$ cat config.mk
export PLATFORM = sky130hd
export DESIGN_NAME = riscv_next_pc_resolver_unit
export DESIGN_NICKNAME = d
export VERILOG_FILES = /design/src/npc_res_pkg.sv /design/src/npc_res_ram.sv /design/src/riscv_next_pc_resolver_unit.sv
export SDC_FILE = /design/constraint.sdc
export NUM_CORES = 2
export LEC_CHECK = 0
export BUFFER_PORTS_ARGS = -buffer_cell sky130_fd_sc_hd__buf_2
export CAP_MARGIN = 30
export CORE_ASPECT_RATIO = 0.75
export CORE_MARGIN = 2
export CORE_UTILIZATION = 55
export CTS_CLUSTER_DIAMETER = 150
export DETAILED_ROUTE_END_ITERATION = 10
export MAX_ROUTING_LAYER = met4
export PLACE_DENSITY = 0.74
export SETUP_SLACK_MARGIN = 0.2
export SYNTH_ARGS = -nofsm -noshare
export SYNTH_HDL_FRONTEND = slang
export SYNTH_SLANG_ARGS = --single-unit
$ cat constraint.sdc
create_clock -name clk -period 5.5 [get_ports clk]
set_input_delay 1.375 -clock clk [delete_from_list [all_inputs] [get_ports clk]]
set_output_delay 1.375 -clock clk [all_outputs]
set_load 0.005 [all_outputs]
$ cat src/npc_res_pkg.sv
// Shared constants and stream widths for the RISC-V next-pc resolver.
// Used by riscv_next_pc_resolver_unit; no dependencies of its own.
`default_nettype none

package npc_res_pkg;

	// Request kinds carried on s_tuser
	localparam logic FUNC_WRITE   = 1'b0;
	localparam logic FUNC_RESOLVE = 1'b1;

	// Stream widths (packed fields rounded up to whole bytes)
	localparam int IN_TDATA_W  = 168;
	localparam int OUT_TDATA_W = 72;

	// Input tdata field positions
	localparam int IN_IDX_LO  = 0;
	localparam int IN_VAL_LO  = 5;
	localparam int IN_INSN_LO = 69;
	localparam int IN_PC_LO   = 101;
	localparam int IN_OK_BIT  = 165;

	// 32-bit major opcodes
	localparam logic [6:0] OPC_JAL    = 7'h6F;
	localparam logic [6:0] OPC_JALR   = 7'h67;
	localparam logic [6:0] OPC_BRANCH = 7'h63;

	// B-type funct3 codes
	localparam logic [2:0] F3_BEQ  = 3'd0;
	localparam logic [2:0] F3_BNE  = 3'd1;
	localparam logic [2:0] F3_BLT  = 3'd4;
	localparam logic [2:0] F3_BGE  = 3'd5;
	localparam logic [2:0] F3_BLTU = 3'd6;
	localparam logic [2:0] F3_BGEU = 3'd7;
	localparam logic [2:0] F3_JALR = 3'd0;

	// funct3 values of the branch opcode that name no branch
	localparam logic [2:0] F3_BR_RSVD_A = 3'd2;
	localparam logic [2:0] F3_BR_RSVD_B = 3'd3;

	// Compressed quadrants and funct3 codes
	localparam logic [1:0] CQ_1     = 2'b01;
	localparam logic [1:0] CQ_2     = 2'b10;
	localparam logic [1:0] CQ_NONE  = 2'b11;
	localparam logic [2:0] CF3_J    = 3'd5;
	localparam logic [2:0] CF3_BEQZ = 3'd6;
	localparam logic [2:0] CF3_BNEZ = 3'd7;
	localparam logic [2:0] CF3_JR   = 3'd4;

	// Instruction lengths
	localparam logic [2:0] LEN_C = 3'd2;
	localparam logic [2:0] LEN_W = 3'd4;

endpackage

`default_nettype wire

$ cat src/npc_res_ram.sv
// Generic single-write, single-read RAM with registered read data.
// Standalone; used for the integer register file copies.
`default_nettype none

module npc_res_ram #(
	parameter int WIDTH = 64,
	parameter int DEPTH = 32
) (
	input  wire logic                     clk,
	input  wire logic                     wr_en,
	input  wire logic [$clog2(DEPTH)-1:0] wr_addr,
	input  wire logic [WIDTH-1:0]         wr_data,
	input  wire logic                     rd_en,
	input  wire logic [$clog2(DEPTH)-1:0] rd_addr,
	output logic      [WIDTH-1:0]         rd_data
);

	logic [WIDTH-1:0] mem_q [DEPTH];

	// Write port
	always_ff @(posedge clk) begin
		if (wr_en) begin
			mem_q[wr_addr] <= wr_data;
		end
	end

	// Registered read port
	always_ff @(posedge clk) begin
		if (rd_en) begin
			rd_data <= mem_q[rd_addr];
		end
	end

endmodule

`default_nettype wire

$ cat src/riscv_next_pc_resolver_unit.sv
// RISC-V next-pc resolver: register file plus next-pc decode for jumps and branches.
// Depends on npc_res_pkg and npc_res_ram.
//
// Usage:
//   s_* carries requests. s_tuser is the kind: 0 writes reg_value into register
//   reg_index (x0 writes are dropped, no result); 1 resolves the instruction in
//   insn_word at pc and yields one result on m_*.
//   A resolve request passes the register-file read stage, then the result
//   register, before its result shows on m_*.
//   Throughput: one request per cycle unless m_* stalls, writes and resolves
//   mixed freely; a write is visible to a resolve accepted in the very next cycle.
//   The register file is two RAM copies (one per source operand), each with one
//   write and one registered read port; 32 valid flops make unwritten registers
//   read as zero, so no clearing pass is needed.
//   Reset: all registers read as zero, both stages empty, s_tready high.
//   Stall: when m_tready is low the result register holds, the read stage fills,
//   and then s_tready drops until the result is taken.
`default_nettype none

module riscv_next_pc_resolver_unit #(
	parameter int XLEN = 64
) (
	input  wire logic                               clk,
	input  wire logic                               arst_n,
	input  wire logic                               s_tvalid,
	output logic                                    s_tready,
	// tdata: reg_index[4:0], reg_value[68:5], insn_word[100:69], pc[164:101],
	//        fetch_ok[165], zero pad [167:166]
	input  wire logic [npc_res_pkg::IN_TDATA_W-1:0] s_tdata,
	// tuser: func (0 write, 1 resolve)
	input  wire logic                               s_tuser,
	output logic                                    m_tvalid,
	input  wire logic                               m_tready,
	// tdata: next_pc[63:0], inst_size[66:64], is_branch[67], zero pad [71:68]
	output logic [npc_res_pkg::OUT_TDATA_W-1:0]     m_tdata
);

	import npc_res_pkg::*;

	localparam int NREGS = 32;
	localparam int AW    = $clog2(NREGS);

	// Input field unpacking
	logic [AW-1:0]   in_idx;
	logic [XLEN-1:0] in_val;
	logic [31:0]     in_insn;
	logic [XLEN-1:0] in_pc;
	logic            in_ok;
	logic            accept;
	logic            wr_en;
	logic            rd_req;
	logic [AW-1:0]   rs_a_addr;
	logic [AW-1:0]   rs_b_addr;

	assign in_idx  = s_tdata[IN_IDX_LO +: AW];
	assign in_val  = XLEN'(s_tdata[IN_VAL_LO +: 64]);
	assign in_insn = s_tdata[IN_INSN_LO +: 32];
	assign in_pc   = XLEN'(s_tdata[IN_PC_LO +: 64]);
	assign in_ok   = s_tdata[IN_OK_BIT];

	assign accept = s_tvalid && s_tready;
	assign wr_en  = accept && (s_tuser == FUNC_WRITE) && (in_idx != '0);
	assign rd_req = accept && (s_tuser == FUNC_RESOLVE);

	// Source register selection from the raw word
	always_comb begin
		if (in_insn[1:0] == CQ_1) begin
			rs_a_addr = {2'b01, in_insn[9:7]};
		end else if (in_insn[1:0] != CQ_NONE) begin
			rs_a_addr = in_insn[11:7];
		end else begin
			rs_a_addr = in_insn[19:15];
		end
		rs_b_addr = in_insn[24:20];
	end

	// Register valid bits: an unwritten register (and x0) reads as zero
	logic [NREGS-1:0] reg_valid_q;

	always_ff @(posedge clk or negedge arst_n) begin
		if (!arst_n) begin
			reg_valid_q <= '0;
		end else if (wr_en) begin
			reg_valid_q[in_idx] <= 1'b1;
		end
	end

	// Register file copies, one per operand
	logic [XLEN-1:0] rd_a_s1;
	logic [XLEN-1:0] rd_b_s1;

	npc_res_ram #(.WIDTH(XLEN), .DEPTH(NREGS)) u_rf_a (
		.clk     (clk),
		.wr_en   (wr_en),
		.wr_addr (in_idx),
		.wr_data (in_val),
		.rd_en   (rd_req),
		.rd_addr (rs_a_addr),
		.rd_data (rd_a_s1)
	);

	npc_res_ram #(.WIDTH(XLEN), .DEPTH(NREGS)) u_rf_b (
		.clk     (clk),
		.wr_en   (wr_en),
		.wr_addr (in_idx),
		.wr_data (in_val),
		.rd_en   (rd_req),
		.rd_addr (rs_b_addr),
		.rd_data (rd_b_s1)
	);

	// Read stage
	logic            valid_s1;
	logic [31:0]     insn_s1;
	logic [XLEN-1:0] pc_s1;
	logic            ok_s1;
	logic            a_ok_s1;
	logic            b_ok_s1;
	logic            out_valid_q;
	logic            advance;

	assign advance  = valid_s1 && (!out_valid_q || m_tready);
	assign s_tready = !valid_s1 || advance;

	always_ff @(posedge clk or negedge arst_n) begin
		if (!arst_n) begin
			valid_s1 <= 1'b0;
		end else if (s_tready) begin
			valid_s1 <= rd_req;
		end
	end

	always_ff @(posedge clk) begin
		if (rd_req) begin
			insn_s1 <= in_insn;
			pc_s1   <= in_pc;
			ok_s1   <= in_ok;
			a_ok_s1 <= reg_valid_q[rs_a_addr];
			b_ok_s1 <= reg_valid_q[rs_b_addr];
		end
	end

	// Operands and decode
	logic [XLEN-1:0] op_a;
	logic [XLEN-1:0] op_b;
	logic [15:0]     c;
	logic [2:0]      cf3;
	logic [2:0]      f3;
	logic [11:0]     imm_cj;
	logic [8:0]      imm_cb;
	logic [20:0]     imm_jal;
	logic [11:0]     imm_jalr;
	logic [12:0]     imm_b;
	logic            br_eq;
	logic            br_lt;
	logic            br_ltu;
	logic            taken;
	logic            use_off;
	logic [XLEN-1:0] off;
	logic [XLEN-1:0] pc_off;
	logic [XLEN-1:0] pc_fall;
	logic [XLEN-1:0] jalr_sum;
	logic [XLEN-1:0] npc_base;
	logic [XLEN-1:0] next_pc;
	logic [2:0]      len;
	logic            is_br;

	assign op_a = a_ok_s1 ? rd_a_s1 : '0;
	assign op_b = b_ok_s1 ? rd_b_s1 : '0;
	assign c    = insn_s1[15:0];
	assign cf3  = c[15:13];
	assign f3   = insn_s1[14:12];

	assign imm_cj   = {c[12], c[8], c[10:9], c[6], c[7], c[2], c[11], c[5:3], 1'b0};
	assign imm_cb   = {c[12], c[6:5], c[2], c[11:10], c[4:3], 1'b0};
	assign imm_jal  = {insn_s1[31], insn_s1[19:12], insn_s1[20], insn_s1[30:21], 1'b0};
	assign imm_jalr = insn_s1[31:20];
	assign imm_b    = {insn_s1[31], insn_s1[7], insn_s1[30:25], insn_s1[11:8], 1'b0};

	// Length: a failed fetch counts as a full word
	assign len = (ok_s1 && c[1:0] != CQ_NONE) ? LEN_C : LEN_W;

	// Comparators
	assign br_eq  = (op_a == op_b);
	assign br_lt  = ($signed(op_a) < $signed(op_b));
	assign br_ltu = (op_a < op_b);

	// Adders
	assign pc_off   = pc_s1 + off;
	assign pc_fall  = pc_s1 + XLEN'(len);
	assign jalr_sum = op_a + XLEN'($signed(imm_jalr));

	// Next-pc selection
	always_comb begin
		is_br    = 1'b0;
		taken    = 1'b0;
		use_off  = 1'b0;
		off      = '0;
		npc_base = pc_fall;
		if (!ok_s1) begin
			npc_base = pc_fall;
		end else if (c[1:0] != CQ_NONE) begin
			if (c[1:0] == CQ_1 && cf3 == CF3_J) begin
				off     = XLEN'($signed(imm_cj));
				use_off = 1'b1;
			end else if (c[1:0] == CQ_1 && (cf3 == CF3_BEQZ || cf3 == CF3_BNEZ)) begin
				off     = XLEN'($signed(imm_cb));
				is_br   = 1'b1;
				taken   = (cf3 == CF3_BEQZ) ? (op_a == '0) : (op_a != '0);
				use_off = taken;
			end else if (c[1:0] == CQ_2 && cf3 == CF3_JR && c[6:2] == '0 && c[11:7] != '0) begin
				npc_base = {op_a[XLEN-1:1], 1'b0};
			end
		end else begin
			if (insn_s1[6:0] == OPC_JAL) begin
				off     = XLEN'($signed(imm_jal));
				use_off = 1'b1;
			end else if (insn_s1[6:0] == OPC_JALR && f3 == F3_JALR) begin
				npc_base = {jalr_sum[XLEN-1:1], 1'b0};
			end else if (insn_s1[6:0] == OPC_BRANCH && f3 != F3_BR_RSVD_A &&
					f3 != F3_BR_RSVD_B) begin
				off   = XLEN'($signed(imm_b));
				is_br = 1'b1;
				case (f3)
					F3_BEQ:  taken = br_eq;
					F3_BNE:  taken = !br_eq;
					F3_BLT:  taken = br_lt;
					F3_BGE:  taken = !br_lt;
					F3_BLTU: taken = br_ltu;
					F3_BGEU: taken = !br_ltu;
					default: taken = 1'b0;
				endcase
				use_off = taken;
			end
		end
	end

	// pc-relative targets win over the fall-through or register target
	assign next_pc = use_off ? pc_off : npc_base;

	// Result register
	logic [XLEN-1:0] next_pc_q;
	logic [2:0]      inst_size_q;
	logic            is_branch_q;

	always_ff @(posedge clk or negedge arst_n) begin
		if (!arst_n) begin
			out_valid_q <= 1'b0;
		end else if (advance) begin
			out_valid_q <= 1'b1;
		end else if (m_tready) begin
			out_valid_q <= 1'b0;
		end
	end

	always_ff @(posedge clk) begin
		if (advance) begin
			next_pc_q   <= next_pc;
			inst_size_q <= len;
			is_branch_q <= is_br;
		end
	end

	assign m_tvalid = out_valid_q;
	assign m_tdata  = {4'b0000, is_branch_q, inst_size_q, 64'(next_pc_q)};

endmodule

`default_nettype wire
==> out/qor.csv <==
metric,value,unit
Max stage delay on crit path,0.51,ns
most common cell in the netlist,edfxtp_1,
vias in the first global route,73500,
"area leader, netlist",edfxtp_1,
die height,405,um
initial antenna violation count,47,
Final period util,92.7,%
Post-Place Cells,10100,
CP startpoint kind,flop,
async set-reset flop share out of synthesis,1.43,%
"Buf+Inv Stages, Crit Path",2,
"EDFF count, synth",2342,
CTS HTree Levels,4,
crit path time final,5.10,ns
Post-layout nets,7856,
Residual DRC,0,
GRT Util Overall,35.3,%
CTS Sinks,2376,
Hold Buf Count CTS,0,
"Arr. time, crit path",5.65,ns
Crit Path Max Fanout,6,
Post-DP HPWL,224,mm
post-synth cell types,91,
"Core Util, Final",62.0,%
global route overflow,0,
top post-synthesis cells by count,"2342 x edfxtp_1, 1170 x mux4_2, 836 x nand2_1",
Worst Tran Pin Value,1.03,ns
Initial Util,55.2,%
hold crit path type,flop to flop,
chip width,538,um
"Max stage delay cell, worst path",o31ai_1,
Synth top area share,59.7,%
Slew Limit Fails,0,
maximum clock path buffer count,4,
I/O pin cnt,247,
Placer Congestion,0.966,
RSZ-0062 raised after global routing,yes,
Clock Pin Slew Worst Setup and Hold Paths,0.07,ns
ys flop type,edfxtp_1,
Max VDD drop,304,uV
Synth Cell Area,0.118,mm^2
"Seq/Total Area, Yosys",60.4,%
DRT antenna net count,0,
Mapped Avg Cell Area,16.5,um^2
Yosys reg bits,2376,
Peak Freq,196,MHz
Filler cells,14800,
Iteration-0 DRC Markers,12800,
top post-synthesis cells by area,"edfxtp_1 60%, mux4_2 22%, nand2_1 2.7%",
yosys warns,0,
CP cell instances,nand2_1 > nor3_2 > and3_2 > buf_4 > buf_4 > nand2_1 > a32o_1 > fa_1 > nand2b_1 > a21oi_1 > o21a_1 > o2111ai_2 > a31oi_2 > a211oi_2 > o31ai_1 > a2111oi_1 > nor2_1 > mux2i_1 > or4_1,
post-DR wirelength/cell,35.5,um
Rows,147,
Final Skew,0.131,ns
Root Buffer,clkbuf_16,
Tot Pwr,40.8,mW
share of layout cells above drive strength 1,29.1,%
via count,76200,
synthesized instance count,7124,
clk_lat worst skew,0.94,ns
largest net degree at the start of global routing,97,
vias per inst,7.24,
critical path class,flop to flop,
P_leak,44.3,nW
Finished Layout Cells,10500,
final wirelength,374,mm
drt first pass iters,6,
crit end category,flop,
"CP delay by family, top",compound AO/OA/AOI/OAI gates,
area grow syn2layout,12.4,%
CTS tree,done,
final setup fails,0,
Slew headroom,30.9,%
first-pass GRT wire length,535,mm
total CTS buffers,227,
die area,0.218,mm^2
max cap viols,0,
final hold viol count,0,
Core Area,0.213,mm^2
Worst Path Required,6.05,ns
# port buffers,239,
power per cell area,308,mW/mm^2
outcome,"complete, no violations",
sequential cells by signal (all words and copies together), names as in the netlist:
register        flops
a_ok_s1             1
b_ok_s1             1
insn_s1            32
inst_size_q         2
is_branch_q         1
m_tvalid            1
next_pc_q          64
ok_s1               1
pc_s1              64
reg_valid_q        32
u_rf_a.mem_q       64
u_rf_a.rd_data     64
u_rf_b.mem_q     1984
u_rf_b.rd_data     64
valid_s1            1
power breakdown:
part / internal [mW] / leakage [nW] / switching (mW)
Clock: 8.52 / 3.46 / 6.86
Sequential: 20.3 / 21.7 / 0.307
Combinational: 2.05 / 19.2 / 2.77
Total: 30.9 / 44.3 / 9.94
routing by layer:
layer  GRT usage [%]  routed length, um
met1            48.9             137000
met2            50.7             167000
met3            11.1              57900
met4            10.2              12300
met5               -                  0
path summary, 6_finish.rpt:
check,slack [ns],start,to,cells past startpoint
worst min-delay path,0.40,reg_valid_q[0],reg_valid_q[0],0
worst max-delay path,0.40,insn_s1[1],next_pc_q[63],19
worst min register to register,0.40,reg_valid_q[0],reg_valid_q[0],0
max in group asynchronous,4.37,arst_n,valid_s1,1
min in group asynchronous,0.59,arst_n,reg_valid_q[19],1
worst max register to register,0.40,insn_s1[1],next_pc_q[63],19
cells by family after synthesis:
group                    Yosys count  synth area share [%]
AO/OA/AOI/OAI                    790                  4.33
XOR/XNOR                         171                  1.27
adder cells (fa/ha/maj)          191                  2.05
buffers and inverters            535                  1.79
flip-flops                      2376                  60.4
multiplexers                    1250                  23.1
other                              1               0.00318
AND/OR/NAND/NOR                 1810                  7.00
metrics by stage:
stage	hold WS, ns	TNS, ns	area, um^2	setup slack, ns
floorplan	0.441	-10.58	118000	-0.0315
global placement	0.376	0	125000	0.222
detailed placement	0.393	0	125000	0.222
CTS	0.406	0	132000	0.201
global route	0.431	0	132000	0.161
finish	0.404	0	132000	0.400
layout make-up:
type / count / area, um^2 / share of cell area, %
Sequential cell: 2376 / 71200 / 53.8
Timing Repair Buffer: 555 / 5090 / 3.84
Antenna cell: 32 / 80.1 / 0.0605
Inverter: 51 / 195 / 0.147
Clock inverter: 126 / 1180 / 0.893
Clock buffer: 277 / 5920 / 4.47
Tap cell: 2831 / 3540 / 2.68
Multi-Input combinational cell: 4281 / 45200 / 34.1
placed cells by master, fill, tap and decap left out, types with 186 or more instances in the layout:
master	instances
buf_4	197
buf_2	234
clkbuf_16	228
edfxtp_1	2342
a21oi_1	227
nand3_1	396
nand2_1	835
nor2_1	186
mux4_2	1170
ha_1	188
repair_timing:
item,4_1_cts,5_1_grt
setup endpoints to repair,1,16
buffers inserted,2,1
pin swaps,1,1
gates resized for setup,0,10
worst register-to-register path, cell delays in order (launching register included):
cell and delay (ns):
edfxtp_1 0.39, nand2_1 0.11, nor3_2 0.31, and3_2 0.32
buf_4 0.14, buf_4 0.14, nand2_1 0.06, a32o_1 0.31
fa_1 0.40, nand2b_1 0.20, a21oi_1 0.25, o21a_1 0.29
o2111ai_2 0.21, a31oi_2 0.26, a211oi_2 0.13, o31ai_1 0.51
a2111oi_1 0.13, nor2_1 0.17, mux2i_1 0.09, or4_1 0.42
No activity file was read; power rests on OpenSTA's default activity.
